--- config.mk ---
export PLATFORM = sky130hd
export DESIGN_NAME = sha1_hash_core
export DESIGN_NICKNAME = d
export VERILOG_FILES = /design/src/hw/rtl/sha1h_pkg.sv /design/src/hw/rtl/sha1h_front.sv /design/src/hw/rtl/sha1h_queue.sv /design/src/hw/rtl/sha1h_back.sv /design/src/hw/rtl/sha1_hash_core.sv
export SDC_FILE = /design/constraint.sdc
export NUM_CORES = 2
export LEC_CHECK = 0
export ABC_AREA = 1
export BUFFER_PORTS_ARGS = -buffer_cell sky130_fd_sc_hd__clkbuf_2
export CORE_MARGIN = 5
export CORE_UTILIZATION = 50
export CTS_BUF_LIST = sky130_fd_sc_hd__clkbuf_4 sky130_fd_sc_hd__clkbuf_8
export DETAILED_ROUTE_END_ITERATION = 10
export PLACE_DENSITY = 0.73
export SYNTH_ARGS = -nofsm -noshare
export SYNTH_HDL_FRONTEND = slang
export SYNTH_SLANG_ARGS = --single-unit
--- constraint.sdc ---
create_clock -name clk -period 14 [get_ports clk]
set_input_delay 1.4 -clock clk [delete_from_list [all_inputs] [get_ports clk]]
set_output_delay 1.4 -clock clk [all_outputs]
set_load 0.05 [all_outputs]
--- src/hw/rtl/sha1h_pkg.sv ---
// sha1h_pkg: shared types and constants of the sha-1 hash core
// no dependencies; imported by every module of the core
`timescale 1ns / 1ps

package sha1h_pkg;

	typedef logic [31:0] word_t;

	// initial chaining values
	localparam word_t H0 = 32'h67452301;
	localparam word_t H1 = 32'hEFCDAB89;
	localparam word_t H2 = 32'h98BADCFE;
	localparam word_t H3 = 32'h10325476;
	localparam word_t H4 = 32'hC3D2E1F0;

	// round constants
	localparam word_t K0 = 32'h5A827999;
	localparam word_t K1 = 32'h6ED9EBA1;
	localparam word_t K2 = 32'h8F1BBCDC;
	localparam word_t K3 = 32'hCA62C1D6;

	localparam logic [7:0] PAD_BYTE   = 8'h80;
	localparam logic [5:0] LEN_POS    = 6'd56;
	localparam logic [5:0] BLOCK_LAST = 6'd63;
	localparam logic [6:0] ROUND_LAST = 7'd79;
	localparam logic [2:0] WORD_LAST  = 3'd4;

	typedef enum logic [1:0] {
		KIND_IDLE,
		KIND_BYTE,
		KIND_LAST_BYTE,
		KIND_LAST_EMPTY
	} kind_t;

	typedef struct packed {
		kind_t      kind;
		logic [7:0] data;
	} item_t;

	typedef enum logic [2:0] {
		ST_DATA,
		ST_PAD80,
		ST_PADZ,
		ST_PADLEN,
		ST_ROUND,
		ST_ADD,
		ST_DONE
	} state_t;

endpackage

--- src/hw/rtl/sha1h_front.sv ---
// sha1h_front: request intake, classifies each item and drops idle ones
// depends on sha1h_pkg
`timescale 1ns / 1ps

module sha1h_front import sha1h_pkg::*; (
	input  logic       item_valid,
	output logic       item_ready,
	input  logic [7:0] data_byte,
	input  logic       has_data,
	input  logic       last_byte,
	input  logic       q_full,
	output logic       push,
	output item_t      push_item
);

	kind_t kind;

	always_comb begin
		unique case ({last_byte, has_data})
			2'b01:   kind = KIND_BYTE;
			2'b11:   kind = KIND_LAST_BYTE;
			2'b10:   kind = KIND_LAST_EMPTY;
			default: kind = KIND_IDLE;
		endcase
	end

	assign item_ready     = !q_full;
	// idle requests are taken but never queued
	assign push           = item_valid && !q_full && (kind != KIND_IDLE);
	assign push_item.kind = kind;
	assign push_item.data = data_byte;

endmodule

--- src/hw/rtl/sha1h_queue.sv ---
// sha1h_queue: small fifo of classified requests between intake and engine
// depends on sha1h_pkg
`timescale 1ns / 1ps

module sha1h_queue import sha1h_pkg::*; #(
	parameter int DEPTH = 4
) (
	input  logic  clk,
	input  logic  arst_n,
	input  logic  push,
	input  item_t push_item,
	output logic  full,
	input  logic  pop,
	output logic  valid,
	output item_t item
);

	localparam int AW = (DEPTH > 1) ? $clog2(DEPTH) : 1;
	localparam int CW = $clog2(DEPTH + 1);

	item_t          mem_q [DEPTH];
	logic [AW-1:0]  wr_ptr_q;
	logic [AW-1:0]  rd_ptr_q;
	logic [CW-1:0]  cnt_q;
	logic           do_pop;

	assign full   = (cnt_q == CW'(DEPTH));
	assign valid  = (cnt_q != '0);
	assign item   = mem_q[rd_ptr_q];
	assign do_pop = pop && valid;

	function automatic logic [AW-1:0] next_ptr(input logic [AW-1:0] p);
		return (p == AW'(DEPTH - 1)) ? '0 : p + 1'b1;
	endfunction

	always_ff @(posedge clk) begin
		if (push) begin
			mem_q[wr_ptr_q] <= push_item;
		end
	end

	always_ff @(posedge clk or negedge arst_n) begin
		if (!arst_n) begin
			wr_ptr_q <= '0;
			rd_ptr_q <= '0;
			cnt_q    <= '0;
		end else begin
			if (push) begin
				wr_ptr_q <= next_ptr(wr_ptr_q);
			end
			if (do_pop) begin
				rd_ptr_q <= next_ptr(rd_ptr_q);
			end
			if (push && !do_pop) begin
				cnt_q <= cnt_q + 1'b1;
			end else if (!push && do_pop) begin
				cnt_q <= cnt_q - 1'b1;
			end
		end
	end

endmodule

--- src/hw/rtl/sha1h_back.sv ---
// sha1h_back: byte packing, padding sequencer, 80-round compression and digest output
// depends on sha1h_pkg
`timescale 1ns / 1ps

module sha1h_back import sha1h_pkg::*; (
	input  logic        clk,
	input  logic        arst_n,
	input  logic        q_valid,
	input  item_t       q_item,
	output logic        pop,
	output logic        digest_valid,
	input  logic        digest_ready,
	output logic [31:0] digest_word,
	output logic [2:0]  word_index,
	output logic        last_word
);

	state_t       state_q, state_d;
	state_t       ret_q, ret_d;
	logic [6:0]   rnd_q;
	logic [5:0]   pos_q;
	logic [63:0]  byte_cnt_q;
	word_t        chain_q [5];

	word_t        acc_q;
	word_t        w_q [16];
	word_t        a_q, b_q, c_q, d_q, e_q;

	word_t        dig_q [5];
	logic         out_busy_q;
	logic [2:0]   out_idx_q;

	logic         push;
	logic [7:0]   push_byte;
	logic         cnt_inc;
	logic         load_out;
	logic         start_cmp;
	logic         out_take;

	logic [63:0]  len_bits;
	logic [2:0]   len_sel;
	logic [7:0]   len_byte;
	word_t        f, k, wt, sched, tmp, new_word;

	// big-endian bit count, most significant byte at block position 56
	assign len_bits = {byte_cnt_q[60:0], 3'b000};
	assign len_sel  = 3'd7 - pos_q[2:0];
	assign len_byte = len_bits[{len_sel, 3'b000} +: 8];

	always_ff @(posedge clk or negedge arst_n) begin
		if (!arst_n) begin
			state_q <= ST_DATA;
			ret_q   <= ST_DATA;
		end else begin
			state_q <= state_d;
			ret_q   <= ret_d;
		end
	end

	always_comb begin
		state_d   = state_q;
		ret_d     = ret_q;
		pop       = 1'b0;
		push      = 1'b0;
		push_byte = 8'h00;
		cnt_inc   = 1'b0;
		load_out  = 1'b0;
		unique case (state_q)
			ST_DATA: begin
				if (q_valid) begin
					pop = 1'b1;
					unique case (q_item.kind)
						KIND_BYTE: begin
							push      = 1'b1;
							push_byte = q_item.data;
							cnt_inc   = 1'b1;
						end
						KIND_LAST_BYTE: begin
							push      = 1'b1;
							push_byte = q_item.data;
							cnt_inc   = 1'b1;
							state_d   = ST_PAD80;
						end
						KIND_LAST_EMPTY: begin
							state_d = ST_PAD80;
						end
						KIND_IDLE: begin
						end
					endcase
				end
			end
			ST_PAD80: begin
				push      = 1'b1;
				push_byte = PAD_BYTE;
				state_d   = ST_PADZ;
			end
			ST_PADZ: begin
				if (pos_q == LEN_POS) begin
					state_d = ST_PADLEN;
				end else begin
					push = 1'b1;
				end
			end
			ST_PADLEN: begin
				push      = 1'b1;
				push_byte = len_byte;
			end
			ST_ROUND: begin
				if (rnd_q == ROUND_LAST) begin
					state_d = ST_ADD;
				end
			end
			ST_ADD: begin
				state_d = ret_q;
			end
			ST_DONE: begin
				if (!out_busy_q) begin
					load_out = 1'b1;
					state_d  = ST_DATA;
				end
			end
			default: begin
				state_d = ST_DATA;
			end
		endcase
		// block full: compress, then resume, or after the length block output the digest
		if (push && (pos_q == BLOCK_LAST)) begin
			ret_d   = (state_q == ST_PADLEN) ? ST_DONE : state_d;
			state_d = ST_ROUND;
		end
	end

	assign start_cmp = push && (pos_q == BLOCK_LAST);
	assign new_word  = {acc_q[23:0], push_byte};

	// round function
	always_comb begin
		if (rnd_q < 7'd20) begin
			f = (b_q & c_q) | (~b_q & d_q);
			k = K0;
		end else if (rnd_q < 7'd40) begin
			f = b_q ^ c_q ^ d_q;
			k = K1;
		end else if (rnd_q < 7'd60) begin
			f = (b_q & c_q) | (b_q & d_q) | (c_q & d_q);
			k = K2;
		end else begin
			f = b_q ^ c_q ^ d_q;
			k = K3;
		end
	end

	assign sched = w_q[13] ^ w_q[8] ^ w_q[2] ^ w_q[0];
	assign wt    = (rnd_q < 7'd16) ? w_q[0] : {sched[30:0], sched[31]};
	assign tmp   = {a_q[26:0], a_q[31:27]} + f + e_q + k + wt;

	// message schedule line: word 0 leaves, the newest word enters at 15
	always_ff @(posedge clk) begin
		if (push) begin
			acc_q <= new_word;
		end
		if ((push && (pos_q[1:0] == 2'd3)) || (state_q == ST_ROUND)) begin
			for (int i = 0; i < 15; i++) begin
				w_q[i] <= w_q[i + 1];
			end
			w_q[15] <= (state_q == ST_ROUND) ? wt : new_word;
		end
		if (start_cmp) begin
			a_q <= chain_q[0];
			b_q <= chain_q[1];
			c_q <= chain_q[2];
			d_q <= chain_q[3];
			e_q <= chain_q[4];
		end else if (state_q == ST_ROUND) begin
			e_q <= d_q;
			d_q <= c_q;
			c_q <= {b_q[1:0], b_q[31:2]};
			b_q <= a_q;
			a_q <= tmp;
		end
	end

	always_ff @(posedge clk or negedge arst_n) begin
		if (!arst_n) begin
			rnd_q      <= '0;
			pos_q      <= '0;
			byte_cnt_q <= '0;
			chain_q[0] <= H0;
			chain_q[1] <= H1;
			chain_q[2] <= H2;
			chain_q[3] <= H3;
			chain_q[4] <= H4;
		end else begin
			if (start_cmp) begin
				rnd_q <= '0;
			end else if (state_q == ST_ROUND) begin
				rnd_q <= rnd_q + 1'b1;
			end
			if (push) begin
				pos_q <= pos_q + 1'b1;
			end
			if (load_out) begin
				byte_cnt_q <= '0;
			end else if (cnt_inc) begin
				byte_cnt_q <= byte_cnt_q + 1'b1;
			end
			if (state_q == ST_ADD) begin
				chain_q[0] <= chain_q[0] + a_q;
				chain_q[1] <= chain_q[1] + b_q;
				chain_q[2] <= chain_q[2] + c_q;
				chain_q[3] <= chain_q[3] + d_q;
				chain_q[4] <= chain_q[4] + e_q;
			end else if (load_out) begin
				chain_q[0] <= H0;
				chain_q[1] <= H1;
				chain_q[2] <= H2;
				chain_q[3] <= H3;
				chain_q[4] <= H4;
			end
		end
	end

	// digest buffer drains on its own so the next message can start
	assign out_take = out_busy_q && digest_ready;

	always_ff @(posedge clk) begin
		if (load_out) begin
			for (int i = 0; i < 5; i++) begin
				dig_q[i] <= chain_q[i];
			end
		end else if (out_take) begin
			for (int i = 0; i < 4; i++) begin
				dig_q[i] <= dig_q[i + 1];
			end
		end
	end

	always_ff @(posedge clk or negedge arst_n) begin
		if (!arst_n) begin
			out_busy_q <= 1'b0;
			out_idx_q  <= '0;
		end else begin
			if (load_out) begin
				out_busy_q <= 1'b1;
				out_idx_q  <= '0;
			end else if (out_take) begin
				if (out_idx_q == WORD_LAST) begin
					out_busy_q <= 1'b0;
				end
				out_idx_q <= out_idx_q + 1'b1;
			end
		end
	end

	assign digest_valid = out_busy_q;
	assign digest_word  = dig_q[0];
	assign word_index   = out_idx_q;
	assign last_word    = (out_idx_q == WORD_LAST);

endmodule

--- src/hw/rtl/sha1_hash_core.sv ---
// sha1_hash_core: top level of the byte-serial sha-1 hash core
// depends on sha1h_pkg, sha1h_front, sha1h_queue, sha1h_back
`timescale 1ns / 1ps
//
//  channel  | handshake                  | payload
//  ---------+----------------------------+-------------------------------------
//  item     | item_valid / item_ready    | data_byte[7:0], has_data, last_byte
//  digest   | digest_valid / digest_ready| digest_word[31:0], word_index[2:0],
//           |                            | last_word
//
//  a message byte is packed into the schedule line; each 64th byte starts 80
//  rounds plus one chaining add in the single shared round unit, which holds
//  byte intake until the block is compressed.
//  the last request adds the padding bytes (9 to 72), a step to reach the
//  length field, the rounds of the one or two final blocks and a load of the
//  digest buffer; the five words then drain at one a cycle while digest_ready is high.
//  reset loads the initial chaining values, clears length and queue; no clearing pass.
//  the request queue keeps taking requests until full while the engine runs, and the
//  digest buffer lets the next message start while words wait to be taken.

module sha1_hash_core import sha1h_pkg::*; #(
	parameter int QUEUE_DEPTH = 4
) (
	input  logic        clk,
	input  logic        arst_n,
	input  logic        item_valid,
	output logic        item_ready,
	input  logic [7:0]  data_byte,
	input  logic        has_data,
	input  logic        last_byte,
	output logic        digest_valid,
	input  logic        digest_ready,
	output logic [31:0] digest_word,
	output logic [2:0]  word_index,
	output logic        last_word
);

	logic  q_full;
	logic  q_push;
	item_t q_push_item;
	logic  q_pop;
	logic  q_valid;
	item_t q_item;

	sha1h_front u_front (
		.item_valid (item_valid),
		.item_ready (item_ready),
		.data_byte  (data_byte),
		.has_data   (has_data),
		.last_byte  (last_byte),
		.q_full     (q_full),
		.push       (q_push),
		.push_item  (q_push_item)
	);

	sha1h_queue #(
		.DEPTH (QUEUE_DEPTH)
	) u_queue (
		.clk       (clk),
		.arst_n    (arst_n),
		.push      (q_push),
		.push_item (q_push_item),
		.full      (q_full),
		.pop       (q_pop),
		.valid     (q_valid),
		.item      (q_item)
	);

	sha1h_back u_back (
		.clk          (clk),
		.arst_n       (arst_n),
		.q_valid      (q_valid),
		.q_item       (q_item),
		.pop          (q_pop),
		.digest_valid (digest_valid),
		.digest_ready (digest_ready),
		.digest_word  (digest_word),
		.word_index   (word_index),
		.last_word    (last_word)
	);

endmodule

==> reports/metrics.cfg <==
[floorplan]
die_y_um=354.6
die-width_um=354.6
coreArea_um2=117900
ioPinCount=52
rows=126
start_util_pct=50.34
dieArea_um2=125700

[clocking]
cts_max_path_buffers=3
cts_hold_buf=0
cts_resized=0
post-cts-setup-buffers=0
clk_latency_ns=0.94
clockRootBuffer=clkbuf_8
clk_pin_slew_worst_paths_ns=0.06
cts.sinks=1147
cts_tree=yes
cts_buffers=185
h-tree-depth=4

[worst_setup_path]
r2r-start=u_back.rnd_q[5]
crit_fanout=17
worstSetupPathType=flip-flop to flip-flop
crit_required_ns=14.64
r2r_slack_ns=7.63
r2r-end=u_back.a_q[19]
cp.arrival_ns=7.01
cp-end-kind=flip-flop
crit_path_start_kind=flip-flop
rr_worst_depth=22

[timing]
tns_ns=0
clock_skew_ns=0.04736
slew_headroom_pct=26.08
rsz0062_at_grt=no
finalSetupViolCount=0
fmax_mhz=157.0
fin_hold_ws_ns=0.3964
worst_pin_slew_ns=1.097
min_period_over_period_pct=45.49
drv_slew=0
min_period_ns=6.368
hold_violations=0

[global_routing]
grt_pass1_vias=41840
overflow=0
track_usage_pct=27.83
grt_pass1_wl_um=263500
grt_start_max_net_pins=196
antenna_found_initial=6

[power]
irDropWorstVdd_uv=99.63
p_seq_share_pct=44.4
power-per-cell-area_nw_per_um2=186.3
cellLeakagePower_nw=26.68
power_frac_comb_pct=29.9
switching_share_pct=36.12
p_total_w=0.01212
clkPwrFrac_pct=25.7
intPower_w=0.007740
p_sw_w=0.004377

[synth]
synth.area.top_cells=edfxtp_1, nand2_1, dfrtp_1
synthCells=5962
avgSynthCellArea_um2=9.957
synth_ff_type=edfxtp_1
synth_warnings=0
yosysMostFrequentCell=nand2_1
synth_top_area_share_pct=45.32
synth_edf_count=896
syn_nets=6313
ys_seq_area_share_pct=56.07
synth.distinct_cells=60
synth_area_leader_cell=edfxtp_1
yosys-top-cells-count=nand2_1, edfxtp_1, inv_1, o21ai_0, nor2_1
synth_area_um2=59360
async_reset_ff_share_pct=21.88
synth-seq-cells=1147

[hold_path]
hold_path.class=flip-flop to flip-flop
hold_depth=0
hold_start=u_back.w_q[0][50]
holdPathEnd=u_back.w_q[0][18]

[detailed_routing]
drt.antenna.violating_nets=0
drc=0
first_pass_iters=6
wire_per_inst_um=22.85
viasPerCell=5.688
drt-initial-drc-count=5368
vias=44150
totalWireLength_um=177300

[finish]
syn_to_final_growth_pct=9.577
nNetsFinal=6417
drive_gt1_share_pct=9.015
final_cells=7762

[status]
status=completed

[place]
dp.cells=7415
placement.io_buffers=51
place_hpwl_um=131400
gp_congestion=0.9908

[flow_run]
maxCapViolations=0

[registers in the layout, summed over array words and instances (netlist names)]
register	cells
u_back.word_index	3
u_back.e_q	32
u_back.c_q	32
u_back.b_q	32
u_back.a_q	32
u_back.pos_q	6
u_back.dig_q	160
u_back.digest_valid	1
u_back.ret_q	3
u_back.byte_cnt_q	61
u_back.acc_q	24
u_back.rnd_q	7
u_back.state_q	3
u_back.d_q	32
u_back.chain_q	160
u_queue.rd_ptr_q	2
u_queue.wr_ptr_q	2
u_queue.cnt_q	3
u_back.w_q	512
u_queue.mem_q	40
[worst max-delay path by stage]
stage | startpoint | to | slack, ns | cells after the start
2_1_floorplan | u_queue.rd_ptr_q[0] | u_back.w_q[0][0] | 5.32 | 11
3_3_place_gp | u_back.rnd_q[4] | u_back.a_q[15] | 7.90 | 22
3_5_place_dp | u_back.rnd_q[5] | u_back.a_q[15] | 7.73 | 20
4_1_cts | u_back.rnd_q[5] | u_back.a_q[15] | 7.70 | 20
5_1_grt | u_back.rnd_q[4] | u_back.a_q[15] | 7.10 | 23
6_report | u_back.rnd_q[5] | u_back.a_q[19] | 7.63 | 22
[critical path: stages, from the launching register on]
cell	delay, ns
dfrtp_1	0.44
nor2_1	0.18
nand3_1	0.30
nand2_1	0.59
clkinv_1	0.64
a221oi_1	0.54
fa_1	0.26
fa_1	0.46
fa_1	0.48
inv_1	0.07
ha_1	0.16
inv_1	0.07
fa_1	0.41
inv_1	0.07
nand3_1	0.06
nand2_1	0.16
a21boi_0	0.24
o21ai_0	0.50
nand2_1	0.14
nand2_1	0.09
nand2_1	0.05
nand3_1	0.06
o21ai_0	0.11
[placed cells by master (no fill, tap or decap), types with 56 or more instances in the layout]
master       n
xnor2_1    114
nor3_1      88
a21oi_1    343
clkbuf_4    64
inv_1      801
o21ai_1     61
nand4_1     56
nand2_1   1209
ha_1       215
dfstp_2     80
clkbuf_8   190
nor2_1     374
edfxtp_1   896
o21ai_0    586
o22ai_1     79
dfrtp_1    171
nand3_1    242
fa_1       122
[layout make-up]
type	count	area, um2
fillers	10240	52870
flip-flops and latches	1147	33290
multi-input cells	3823	22190
clock buffers	254	3095
inverters	821	3088
well taps	1536	1922
clock inverters	90	903.4
repair buffers	88	555.5
diodes	3	7.507
[power by group through the flow]
stage                     combinational, W  sequential, W  clock, W
after floorplan                    0.00257        0.00541         0
after global placement             0.00353        0.00540         0
after detailed placement           0.00357        0.00543         0
after CTS                          0.00359        0.00538   0.00317
after global routing               0.00402        0.00545   0.00334
final                              0.00362        0.00538   0.00311
[metal layers]
| layer | up-vias | GRT usage, % | wire length [um] |
|---|---|---|---|
| li1 | 20520 | - | - |
| met1 | 21250 | 40.50 | 76470 |
| met2 | 2030 | 41.23 | 77080 |
| met3 | 347 | 6.294 | 16920 |
| met4 | 4 | 9.931 | 6844 |
| met5 | - | 0 | 33 |
[through the flow]
step	cell area, um2	setup WS, ns	util (%)
finish	65050	7.632	55.16
global route	65050	7.100	55.16
CTS	65040	7.700	55.16
detailed placement	61040	7.730	51.76
global placement	61040	7.895	51.76
floorplan	59360	5.320	-
[kinds of logic (layout without fill, tap and decap cells)]
| logic type | Yosys count | count (layout) | synth area share [%] |
|---|---|---|---|
| xor gates and xnor gates | 161 | 161 | 2.375 |
| AOI/OAI and AO/OA | 1262 | 1262 | 11.68 |
| muxes | 1 | 1 | 0.01897 |
| DFF | 1147 | 1147 | 56.07 |
| and+or+nand+nor | 2062 | 2062 | 14.60 |
| adders and majority gates | 337 | 337 | 8.646 |
| buffers and inverters | 992 | 1253 | 6.610 |
| other | 0 | 3 | 0 |
Power figures use the tool's default switching activity.
